`src/rtl/crps_pkg.sv`:
```
`timescale 1ns / 1ps
// Package for the Catmull-Rom path smoother: widths, command and status types,
// back-end state codes. No dependencies.
package crps_pkg;
  localparam int COORD_BITS = 32;
  localparam int STEP_BITS  = 5;
  localparam int MAX_STEPS  = 31;
  localparam int LAYER_BITS = 4;
  localparam int DATA_BITS  = 3 * COORD_BITS;
  localparam int QDEPTH     = 2;
  localparam int PTR_BITS   = (QDEPTH > 1) ? $clog2(QDEPTH) : 1;
  localparam int QCNT_BITS  = $clog2(QDEPTH + 1);
  localparam int SQ_BITS    = 2 * STEP_BITS;
  localparam int CU_BITS    = 3 * STEP_BITS;
  localparam int WCALC_BITS = 3 * STEP_BITS + 5;
  localparam int W_BITS     = 3 * STEP_BITS + 3;
  localparam int DEN_BITS   = 3 * STEP_BITS + 1;
  localparam int PROD_BITS  = COORD_BITS + W_BITS;
  localparam int ACC_BITS   = PROD_BITS + 3;
  localparam int CNT_BITS   = $clog2(ACC_BITS);
  localparam int CFG_ADDR_BITS = 1;
  localparam logic [CFG_ADDR_BITS-1:0] REG_STEPS = '0;
  localparam logic [STEP_BITS-1:0] STEPS_RESET = STEP_BITS'(4);

  typedef logic [2:0][COORD_BITS-1:0] point_t;

  typedef enum logic {
    CMD_POINT,
    CMD_SEG
  } cmd_kind_t;

  typedef struct packed {
    cmd_kind_t              kind;
    point_t [3:0]           p;
    logic [LAYER_BITS-1:0]  layer;
    logic                   path_end;
    logic [STEP_BITS-1:0]   steps;
  } cmd_t;

  typedef struct packed {
    logic full;
    logic empty;
  } q_stat_t;

  typedef enum logic [2:0] {
    B_IDLE,
    B_PREP1,
    B_PREP2,
    B_WGT,
    B_MAC,
    B_DSET,
    B_DIV,
    B_OUT
  } back_state_t;
endpackage

```
`src/rtl/crps_fifo.sv`:
```
`timescale 1ns / 1ps
// Command queue between front and back end.
// Depends on crps_pkg.
module crps_fifo (
  input  logic              clk,
  input  logic              rst_n,
  input  logic              push,
  input  crps_pkg::cmd_t    cmd_in,
  input  logic              pop,
  output crps_pkg::cmd_t    cmd_out,
  output crps_pkg::q_stat_t stat
);
  import crps_pkg::*;

  cmd_t                 mem_r [QDEPTH];
  logic [PTR_BITS-1:0]  wp_r;
  logic [PTR_BITS-1:0]  rp_r;
  logic [QCNT_BITS-1:0] cnt_r;

  assign stat.full  = (cnt_r == QCNT_BITS'(QDEPTH));
  assign stat.empty = (cnt_r == '0);
  assign cmd_out    = mem_r[rp_r];

  always_ff @(posedge clk) begin
    if (push) begin
      mem_r[wp_r] <= cmd_in;
    end
  end

  always_ff @(posedge clk) begin
    if (!rst_n) begin
      wp_r  <= '0;
      rp_r  <= '0;
      cnt_r <= '0;
    end else begin
      if (push) begin
        wp_r <= (wp_r == PTR_BITS'(QDEPTH - 1)) ? '0 : wp_r + 1'b1;
      end
      if (pop) begin
        rp_r <= (rp_r == PTR_BITS'(QDEPTH - 1)) ? '0 : rp_r + 1'b1;
      end
      if (push && !pop) begin
        cnt_r <= cnt_r + 1'b1;
      end else if (pop && !push) begin
        cnt_r <= cnt_r - 1'b1;
      end
    end
  end
endmodule

```
`config.mk`:
```
export PLATFORM = sky130hd
export DESIGN_NAME = crps_fifo
export DESIGN_NICKNAME = d
export VERILOG_FILES = /design/src/rtl/crps_pkg.sv /design/src/rtl/crps_fifo.sv
export SDC_FILE = /design/constraint.sdc
export NUM_CORES = 1
export LEC_CHECK = 0
export ABC_AREA = 0
export BUFFER_PORTS_ARGS = -buffer_cell sky130_fd_sc_hd__buf_2
export CORE_AREA = 2 2 308 310
export CTS_CLUSTER_DIAMETER = 50
export DETAILED_ROUTE_END_ITERATION = 7
export DIE_AREA = 0 0 310 312
export GPL_ROUTABILITY_DRIVEN = 0
export PLACE_DENSITY_LB_ADDON = 0.05
export SLEW_MARGIN = 10
export SYNTH_ARGS = -nofsm -noshare
export SYNTH_HDL_FRONTEND = slang
export SYNTH_SLANG_ARGS = --single-unit
```
`constraint.sdc`:
```
create_clock -name clk -period 50.1 [get_ports clk]
set_input_delay 15.03 -clock clk [delete_from_list [all_inputs] [get_ports clk]]
set_output_delay 15.03 -clock clk [all_outputs]
set_load 0.05 [all_outputs]
```
==> flow_summary.json <==
{
  "coreArea_um2": 93000,
  "drive_gt1_frac": 0.623,
  "ir_worst_vdd_mv": 0.0282,
  "period_share": 0.382,
  "ff2ff_path_depth": 3,
  "status": "completed",
  "p_sw_frac": 0.263,
  "synth_flop_cell": "edfxtp_1",
  "maxCapViolations": 0,
  "ys_seq_elements": 795,
  "rows": 112,
  "ctsLongestPathBuffers": 3,
  "pin_count": 796,
  "clock-sinks": 795,
  "die_h_um": 312,
  "nNetsFinal": 2520,
  "drv_slew": 0,
  "post_cts_buffers": 0,
  "drt_wl_total_mm": 81.1,
  "worstPathArrival_ps": 4090,
  "grt_overflow_total": 0,
  "die_x_um": 310,
  "antenna_found_initial": 52,
  "setup_viol": 0,
  "synth_edf_count": 790,
  "antenna_left": 0,
  "dr.pass1.iters": 4,
  "ctsHoldBuffers": 0,
  "port_buffers": 795,
  "syn_avg_cell_area_um2": 23.1,
  "routedWlPerCell_um": 23.3,
  "worstMarginPinSlew_ps": 1200,
  "hold_violations": 0,
  "max-slew-margin-rel": 0.197,
  "initial_core_util": 0.310,
  "whs_path_depth": 2,
  "final_common_cell": "buf_2",
  "yosys_warnings": 0,
  "dieArea_um2": 96700,
  "yosysTopAreaCellShare": 0.822,
  "grt_pass1_vias": 16316,
  "period_minus_slack_ps": 19120,
  "drt_iter0_markers": 765,
  "dr_total_vias": 15156,
  "drc": 0,
  "holdWs_ps": 523,
  "grt_start_max_net_pins": 157,
  "syn_to_final_growth_pct": 31.4,
  "critPathKind": "reg2out",
  "async_flop_share": 0,
  "setup-tns-final_ps": 0,
  "yosysUniqueCellTypes": 16,
  "clock_power_share": 0.436,
  "cts_tree": "done",
  "yosys.area.top_type": "edfxtp_1",
  "track_usage": 0.162,
  "grt_pass1_wl_mm": 112,
  "hold_path_class": "reg2reg",
  "crit_path_start_kind": "register",
  "final_cell_mix": "buf_2 (795), edfxtp_1 (790), mux2_2 (395), clkbuf_16 (106), bufinv_16 (24)",
  "clk_pin_slew_ps": 50,
  "cts_root_buffer": "clkbuf_16",
  "p_switching_mw": 0.481,
  "power_leakage_nw": 14.0,
  "numCtsBuffers": 105,
  "p_seq_frac": 0.426,
  "htree_levels": 3,
  "yosysSeqAreaShare": 0.826,
  "dp_hpwl_mm": 56.3,
  "fin_worst_skew_ps": 26.1,
  "fill_cells": 8617,
  "power.density_nw_per_um2": 48.3,
  "syn_area_um2": 28900,
  "cp.required_ps": 35070,
  "cts-resized-gates": 0,
  "clock_latency_ps": 670,
  "syn-num-nets": 1651,
  "max_freq_ghz": 0.0523,
  "rsz0062_at_grt": "false",
  "via_per_inst": 4.35,
  "pwr-share-comb": 0.138,
  "p_int_mw": 1.35,
  "syn-instance-count": 1251,
  "synth.area.top_cells": "edfxtp_1 (82%), mux2_2 (15%), buf_6 (1.6%), dfxtp_1 (0.35%), and2_1 (0.087%)",
  "cp_max_fo": 67,
  "cp-end-kind": "primary output"
}
-- registers in the layout (all words and copies together), names as in the netlist, named ones only --
register	cells
mem_r	790
rp_r	1
wp_r	1
cnt_r	2
-- Yosys cell counts, types with 2 or more instances --
cell,number
edfxtp_1,790
mux2_2,395
buf_6,40
dfxtp_1,5
and2_1,4
buf_2,4
nor2b_1,3
xor2_1,2
-- power by group through the flow --
stage / logic (mW) / registers (mW) / clock network [mW]
4_1_cts: 0.258 / 0.781 / 0.823
5_1_grt: 0.265 / 0.783 / 0.849
3_3_place_gp: 0.256 / 0.794 / 0
6_report: 0.254 / 0.781 / 0.798
3_5_place_dp: 0.258 / 0.795 / 0
2_1_floorplan: 0.189 / 0.807 / 0
-- critical path, cell delays in order, from the launching register on --
cell     delay [ps]
dfxtp_4         960
buf_4           860
buf_4           810
mux2_2          470
buf_2           230
-- logic make-up (layout without fill, tap and decap cells) --
group,Yosys count,count (layout),share of synthesized area
flops,795,795,0.826
mux,395,395,0.154
buf+inv,45,1002,0.0164
simple gates,9,9,0.00186
compound gates,3,3,0.000694
xor+xnor,3,3,0.000911
fa+ha+maj,1,1,0.000434
other cells,0,24,0
-- path summary, 6_finish.rpt --
kind              slack [ps]     start           end
hold / removal           520  cnt_r[1]      cnt_r[1]
hold reg to reg          520  cnt_r[1]      cnt_r[1]
setup reg to reg       46780      wp_r  mem_r[0][97]
setup / recovery       30980  register   cmd_out[41]
-- per-stage QoR --
| stage | setup slack (ps) | instance area [um2] | total power [mW] | utilization | std cells |
|---|---|---|---|---|---|
| finish | 30980 | 37900 | 1.83 | 0.408 | 3486 |
| global route | 30650 | 37900 | 1.90 | 0.407 | 3477 |
| CTS | 30670 | 37900 | 1.86 | 0.407 | 3462 |
| detailed placement | 31390 | 34100 | 1.05 | 0.366 | 3267 |
| global placement | 31410 | 34100 | 1.05 | 0.366 | 3267 |
| floorplan | 16740 | 28900 | 0.996 | - | 1251 |
-- metal layers --
layer  vias up  GRT usage  routed length (um)
met5         -          0                 211
met4        32     0.0728                2650
met3       170     0.0637                7290
met2       576      0.299               44100
met1      7533      0.156               26900
li1       6845          -                   -
-- cell type report --
class / instances / area (um2) / area share
Timing Repair Buffer: 806 / 4110 / 0.108
Antenna cell: 24 / 60.1 / 0.00158
Multi-Input combinational cell: 411 / 4570 / 0.121
Tap cell: 1254 / 1570 / 0.0414
Sequential cell: 795 / 23800 / 0.628
Clock inverter: 77 / 1080 / 0.0286
Clock buffer: 118 / 2700 / 0.0711
Inverter: 1 / 3.75 / 0.0000990
Power figures use the tool's default switching activity.
