### config.mk
export PLATFORM = sky130hd
export DESIGN_NAME = crps_front
export DESIGN_NICKNAME = d
export VERILOG_FILES = /design/src/rtl/crps_pkg.sv /design/src/rtl/crps_front.sv
export SDC_FILE = /design/constraint.sdc
export NUM_CORES = 1
export LEC_CHECK = 0
export BUFFER_PORTS_ARGS = -buffer_cell sky130_fd_sc_hd__buf_2
export CAP_MARGIN = 20
export CORE_ASPECT_RATIO = 1.4
export CORE_MARGIN = 1.5
export CORE_UTILIZATION = 56
export CTS_CLUSTER_SIZE = 8
export DETAILED_ROUTE_END_ITERATION = 10
export PLACE_DENSITY_LB_ADDON = 0.3
export SLEW_MARGIN = 5
export SYNTH_ARGS = -nofsm -noshare
export SYNTH_HDL_FRONTEND = slang
export SYNTH_SLANG_ARGS = --single-unit
### constraint.sdc
create_clock -name clk -period 16.4 [get_ports clk]
set_input_delay 3.28 -clock clk [delete_from_list [all_inputs] [get_ports clk]]
set_output_delay 3.28 -clock clk [all_outputs]
set_load 0.1 [all_outputs]
### src/rtl/crps_pkg.sv
`timescale 1ns / 1ps
// Package for the Catmull-Rom path smoother: widths, command and status types,
// back-end state codes. No dependencies.
package crps_pkg;
  localparam int COORD_BITS = 32;
  localparam int STEP_BITS  = 5;
  localparam int MAX_STEPS  = 31;
  localparam int LAYER_BITS = 4;
  localparam int DATA_BITS  = 3 * COORD_BITS;
  localparam int QDEPTH     = 2;
  localparam int PTR_BITS   = (QDEPTH > 1) ? $clog2(QDEPTH) : 1;
  localparam int QCNT_BITS  = $clog2(QDEPTH + 1);
  localparam int SQ_BITS    = 2 * STEP_BITS;
  localparam int CU_BITS    = 3 * STEP_BITS;
  localparam int WCALC_BITS = 3 * STEP_BITS + 5;
  localparam int W_BITS     = 3 * STEP_BITS + 3;
  localparam int DEN_BITS   = 3 * STEP_BITS + 1;
  localparam int PROD_BITS  = COORD_BITS + W_BITS;
  localparam int ACC_BITS   = PROD_BITS + 3;
  localparam int CNT_BITS   = $clog2(ACC_BITS);
  localparam int CFG_ADDR_BITS = 1;
  localparam logic [CFG_ADDR_BITS-1:0] REG_STEPS = '0;
  localparam logic [STEP_BITS-1:0] STEPS_RESET = STEP_BITS'(4);

  typedef logic [2:0][COORD_BITS-1:0] point_t;

  typedef enum logic {
    CMD_POINT,
    CMD_SEG
  } cmd_kind_t;

  typedef struct packed {
    cmd_kind_t              kind;
    point_t [3:0]           p;
    logic [LAYER_BITS-1:0]  layer;
    logic                   path_end;
    logic [STEP_BITS-1:0]   steps;
  } cmd_t;

  typedef struct packed {
    logic full;
    logic empty;
  } q_stat_t;

  typedef enum logic [2:0] {
    B_IDLE,
    B_PREP1,
    B_PREP2,
    B_WGT,
    B_MAC,
    B_DSET,
    B_DIV,
    B_OUT
  } back_state_t;
endpackage

### src/rtl/crps_front.sv
`timescale 1ns / 1ps
// Front end: accepts points, keeps the control-point window, issues commands.
// Depends on crps_pkg.
module crps_front (
  input  logic                           clk,
  input  logic                           rst_n,
  input  logic [crps_pkg::STEP_BITS-1:0] steps,
  input  logic                           in_tvalid,
  output logic                           in_tready,
  input  logic [crps_pkg::DATA_BITS-1:0] in_tdata,  // x_coord, y_coord, z_coord
  input  logic [crps_pkg::LAYER_BITS-1:0] in_tuser, // layer_tag
  input  logic                           in_tlast,
  input  crps_pkg::q_stat_t              q_stat,
  output logic                           q_push,
  output crps_pkg::cmd_t                 q_cmd
);
  import crps_pkg::*;

  point_t                win_r [3];
  logic [LAYER_BITS-1:0] wlay_r [3];
  logic [1:0]            seen_r;
  logic                  pend_r;
  logic [2:0]            todo_r;
  point_t                s_win_r [3];
  logic [LAYER_BITS-1:0] s_wlay_r [3];
  point_t                cur_r;
  logic [LAYER_BITS-1:0] lay_r;
  logic                  last_r;
  logic [STEP_BITS-1:0]  n_r;

  logic                  acc;
  logic [STEP_BITS-1:0]  n_eff;
  logic [2:0]            todo_new;
  logic [2:0]            todo_nxt;
  point_t                cur;

  assign cur       = point_t'(in_tdata);
  assign in_tready = !pend_r;
  assign acc       = in_tvalid && !pend_r;
  assign n_eff     = (steps > STEP_BITS'(MAX_STEPS)) ? STEP_BITS'(MAX_STEPS) : steps;
  assign q_push    = pend_r && !q_stat.full;

  always_comb begin
    todo_new = 3'b000;
    if (seen_r == 2'd0 || n_eff == '0) begin
      todo_new[2] = 1'b1;
    end else begin
      todo_new[0] = (seen_r >= 2'd2);
      todo_new[1] = in_tlast && (seen_r >= 2'd2);
      todo_new[2] = in_tlast;
    end
  end

  always_comb begin
    q_cmd          = '0;
    q_cmd.steps    = n_r;
    todo_nxt       = todo_r;
    priority if (todo_r[0]) begin
      q_cmd.kind  = CMD_SEG;
      q_cmd.p[0]  = s_win_r[0];
      q_cmd.p[1]  = s_win_r[1];
      q_cmd.p[2]  = s_win_r[2];
      q_cmd.p[3]  = cur_r;
      q_cmd.layer = s_wlay_r[1];
      todo_nxt[0] = 1'b0;
    end else if (todo_r[1]) begin
      q_cmd.kind  = CMD_SEG;
      q_cmd.p[0]  = s_win_r[1];
      q_cmd.p[1]  = s_win_r[2];
      q_cmd.p[2]  = cur_r;
      q_cmd.p[3]  = cur_r;
      q_cmd.layer = s_wlay_r[2];
      todo_nxt[1] = 1'b0;
    end else begin
      q_cmd.kind     = CMD_POINT;
      q_cmd.p[0]     = cur_r;
      q_cmd.layer    = lay_r;
      q_cmd.path_end = last_r;
      todo_nxt[2]    = 1'b0;
    end
  end

  always_ff @(posedge clk) begin
    if (!rst_n) begin
      seen_r <= '0;
      pend_r <= 1'b0;
      todo_r <= '0;
      for (int k = 0; k < 3; k++) begin
        win_r[k]  <= '0;
        wlay_r[k] <= '0;
      end
    end else if (acc) begin
      s_win_r  <= win_r;
      s_wlay_r <= wlay_r;
      cur_r    <= cur;
      lay_r    <= in_tuser;
      last_r   <= in_tlast;
      n_r      <= n_eff;
      todo_r   <= todo_new;
      pend_r   <= |todo_new;
      if (seen_r == 2'd0) begin
        for (int k = 0; k < 3; k++) begin
          win_r[k]  <= cur;
          wlay_r[k] <= in_tuser;
        end
      end else begin
        win_r[0]  <= win_r[1];
        win_r[1]  <= win_r[2];
        win_r[2]  <= cur;
        wlay_r[0] <= wlay_r[1];
        wlay_r[1] <= wlay_r[2];
        wlay_r[2] <= in_tuser;
      end
      if (in_tlast) begin
        seen_r <= '0;
      end else if (seen_r != 2'd3) begin
        seen_r <= seen_r + 2'd1;
      end
    end else if (q_push) begin
      todo_r <= todo_nxt;
      pend_r <= |todo_nxt;
    end
  end
endmodule

==> summary.md <==
| Metric | Value |
|---|---|
| Worst IR Drop VDD | `roughly 0.11 mV` |
| Classification of the worst setup path | `flop to output port` |
| Count of yosys warnings during synthesis | `0` |
| Area Overhead vs Synth | `18.7%` |
| Total placed cells including tap cells | `between 3000 and 4000` |
| Delay of the slowest critical-path stage | `0.83 ns` |
| Total vias in the final route | `~21000` |
| Core box area | `approximately 50000 um2` |
| Worst hold path class | `flop to flop` |
| Number of buffers added by the clock tree synthesis step | `between 90 and 100` |
| DR iter-0 viols | `1437` |
| Number of port buffers | `slightly above 500` |
| Initial Util | `between 50% and 60%` |
| Routed WL per cell | `19.4 um` |
| Max-cap viol count | `0` |
| Worst Hold Depth | `0` |
| Cell Pwr Density | `125 nW/um2` |
| Leakage Power | `13.2 nW` |
| Run status | `finished, final reports clean` |
| Summed instance area of the synthesized netlist | `~29000 um2` |
| Minimum clock period | `between 7 and 8 ns` |
| Die outline height | `272 um` |
| Reg area | `18100 um2` |
| Start point of the worst min-delay path | `win_r[242]$_SDFFE_PN0P_` |
| Detailed-routing iteration count for the pre-antenna-repair pass | `6` |
| Number of clock sinks seen by CTS | `704` |
| Reg-to-reg endpoint | `s_win_r[208]$_DFFE_PP_` |
| Max Fanout on Critical Path | `229` |
| R2R cell count | `5` |
| Crit path DAT | `about 4.4 ns` |
| Register-to-register setup slack | `roughly 12 ns` |
| DRT antenna net count | `0` |
| Total Neg Setup Slack | `0 ns` |
| CP delay by family, top | `buffers and inverters` |
| Post-synthesis sequential area ratio | `62.7%` |
| Final #Nets | `about 3000` |
| Startpoint types | `flop` |
| Number of nets in the synthesized netlist | `approximately 2700` |
| Layout Cells excl Fill | `approximately 3700` |
| Reg-to-reg startpoint | `pend_r$_SDFFE_PN0P_` |
| Final hold violations | `0` |
| Clock transition time at the flip-flop clock pins of the worst setup and hold paths | `about 0.050 ns` |
| Max-slew violation count | `0` |
| First-pass GRT wire length | `approximately 110 mm` |
| Vias in the first global route | `21100` |
| Post-synth EDFFs | `between 400 and 500` |
| Worst clock skew | `0.0202 ns` |
| Highest Clock Rate | `roughly 130 MHz` |
| Post-synth cell types | `33` |
| Area of combinational cells with multiple inputs | `roughly 9700 um2` |
| Final setup violation count | `0` |
| Asr flop ratio synth | `0%` |
| Root Driver | `sky130_fd_sc_hd__clkbuf_16` |
| Max clock buf depth | `3` |
| Crit path capture type | `output port` |
| Overall routing resource usage | `about a quarter` |
| Max transition margin | `between 20 and 25%` |
| Setup repair after global routing missed its margin | `false` |
| Buffer count from post-CTS setup fixing | `0` |
| Number of hold buffers added after CTS | `0` |
| IO Count | `508` |
| Cells after synthesis | `2542` |
| Max H-tree Level | `3` |
| Syn_area_per_cell | `between 10 and 15 um2` |
| Ordered list of cells on the worst path | `buf_12 -> nor2_1 -> inv_2 -> buf_4 -> and2_1 -> buf_2` |
| CP Buf/Inv Count | `4` |
| Post-cts resize count | `0` |
| Final total power | `about 4.3 mW` |
| Synth Register Bits | `704` |
| Most frequently used flop master after synthesis | `sky130_fd_sc_hd__edfxtp_1` |
| Clock tree from TritonCTS | `done` |
| Filler Cell Count | `3777` |
| Maximum number of pins on one net before global-route repair | `264` |
| Data required, critical path | `between 10 and 15 ns` |
| Overflow left after global routing | `0` |
| Pin slew with the least headroom to its limit | `between 1 and 1.5 ns` |
| Number of design rule violations left after detail routing | `0` |
| Number of antenna violations at the first check in global routing | `8` |
| HPWL after detailed placement | `42.8 mm` |
| Average vias per placed instance | `5.79` |
| Share of the core filled with cells in the final layout | `approximately 67%` |
| Layout cells sized above 1 | `a little over a fifth` |
| Row count | `between 90 and 100` |
| Destination of the worst hold path | `s_win_r[242]$_DFFE_PP_` |
| Die width | `between 150 and 200 um` |
| Total Routed Length | `just over 70 mm` |
| Total Die Area | `53000 um2` |
| Part of the cycle the worst path needs | `roughly 47%` |
| Clock insertion delay at the later pin of the skew report | `around 0.64 ns` |
| Max stage delay cell, worst path | `sky130_fd_sc_hd__dfxtp_4` |
| Weighted congestion at the end of routability-driven global placement | `between 0.8 and 0.9` |
## final cells by class
cell class,count,area share [%]
diodes,7,0.0511
clock buffers,174,8.05
clock inverters,5,0.204
inverters,7,0.0985
multi-input cells,1605,28.4
flip-flops and latches,704,52.9
well taps,650,2.37
repair buffers,527,7.99
## cells in the mapped netlist (6+ instances only)
| cell | n | area, um2 |
|---|---|---|
| sky130_fd_sc_hd__a21boi_1 | 71 | 533 |
| sky130_fd_sc_hd__dfxtp_1 | 302 | 6050 |
| sky130_fd_sc_hd__nand2_1 | 403 | 1510 |
| sky130_fd_sc_hd__buf_2 | 134 | 671 |
| sky130_fd_sc_hd__o21ai_1 | 21 | 105 |
| sky130_fd_sc_hd__a31oi_1 | 192 | 1200 |
| sky130_fd_sc_hd__clkbuf_1 | 79 | 297 |
| sky130_fd_sc_hd__a22o_1 | 192 | 1680 |
| sky130_fd_sc_hd__and2_1 | 97 | 607 |
| sky130_fd_sc_hd__edfxtp_1 | 402 | 12100 |
| sky130_fd_sc_hd__o21ai_0 | 273 | 1370 |
| sky130_fd_sc_hd__mux2i_1 | 105 | 1050 |
| sky130_fd_sc_hd__a21boi_0 | 30 | 225 |
| sky130_fd_sc_hd__nand2b_1 | 193 | 1210 |
| sky130_fd_sc_hd__buf_1 | 8 | 30.0 |
| sky130_fd_sc_hd__inv_1 | 6 | 22.5 |
## worst max path at each step
stage	from	to	slack (ns)	cells after the start
floorplan	in_tvalid	pend_r$_SDFFE_PN0P_	3.68	7
global placement	q_stat[1]	q_push	9.03	4
detailed placement	q_stat[1]	q_push	9.03	4
CTS	todo_r[0]$_SDFFE_PN0P_	q_cmd[358]	8.42	6
global route	todo_r[0]$_SDFFE_PN0P_	q_cmd[358]	8.25	6
finish	todo_r[0]$_SDFFE_PN0P_	q_cmd[361]	8.69	6
## cells in the final DEF, fill, tap and decap left out, types with 2 or more instances in the layout
cell type	count
sky130_fd_sc_hd__buf_2	505
sky130_fd_sc_hd__nand2_1	403
sky130_fd_sc_hd__edfxtp_1	402
sky130_fd_sc_hd__dfxtp_1	300
sky130_fd_sc_hd__o21ai_0	273
sky130_fd_sc_hd__nand2b_1	193
sky130_fd_sc_hd__a22o_1	192
sky130_fd_sc_hd__a31oi_1	192
sky130_fd_sc_hd__mux2i_1	105
sky130_fd_sc_hd__clkbuf_16	99
sky130_fd_sc_hd__and2_1	97
sky130_fd_sc_hd__clkbuf_1	75
sky130_fd_sc_hd__a21boi_1	71
sky130_fd_sc_hd__a21boi_0	30
sky130_fd_sc_hd__o21ai_1	21
sky130_fd_sc_hd__buf_4	18
sky130_fd_sc_hd__diode_2	7
sky130_fd_sc_hd__inv_1	5
sky130_fd_sc_hd__o211a_1	4
sky130_fd_sc_hd__nor2_1	4
sky130_fd_sc_hd__nor2b_4	2
sky130_fd_sc_hd__nor2b_1	2
sky130_fd_sc_hd__or4_1	2
sky130_fd_sc_hd__o2111ai_1	2
sky130_fd_sc_hd__o211ai_1	2
sky130_fd_sc_hd__ha_1	2
sky130_fd_sc_hd__clkinv_8	2
sky130_fd_sc_hd__inv_6	2
sky130_fd_sc_hd__buf_12	2
sky130_fd_sc_hd__dfxtp_4	2
## per-stage QoR
step	setup slack [ns]	hold slack, ns	instance area (um2)
after floorplan	3.68	0.403	28900
final	8.69	0.415	34300
after global routing	8.25	0.418	34300
after global placement	9.03	0.407	31400
after CTS	8.42	0.415	34200
after detailed placement	9.03	0.407	31400
## kinds of logic (layout without fill, tap and decap cells)
group,count (synthesis),count (layout),share of synthesized area [%]
and+or+nand+nor,707,707,11.8
AOI/OAI and AO/OA,790,790,18.0
muxes,105,105,3.64
adders and majority gates,3,3,0.130
buffers and inverters,233,713,3.69
DFF,704,704,62.7
other,0,7,0
## power by group
group	internal, mW	switching (mW)
Clock	1.13	0.713
Combinational	0.0908	0.275
Sequential	2.01	0.0688
## flip-flops by register name (all words and copies together) (netlist names)
register / cells
s_win_r: 288
win_r: 288
cur_r: 96
s_wlay_r: 8
wlay_r: 8
n_r: 5
lay_r: 4
todo_r: 3
seen_r: 2
last_r: 1
pend_r: 1
## per-layer routing
layer | part of all wire (%) | vias to the layer above | global-route usage (%)
li1 | - | 10000 | -
met1 | 38 | 10300 | 29.6
met2 | 49 | 771 | 44.8
met3 | 6.6 | 216 | 5.68
met4 | 6.2 | 4 | 17.7
met5 | 0.032 | - | 0
Note: power is estimated with default switching activity, not from simulation.
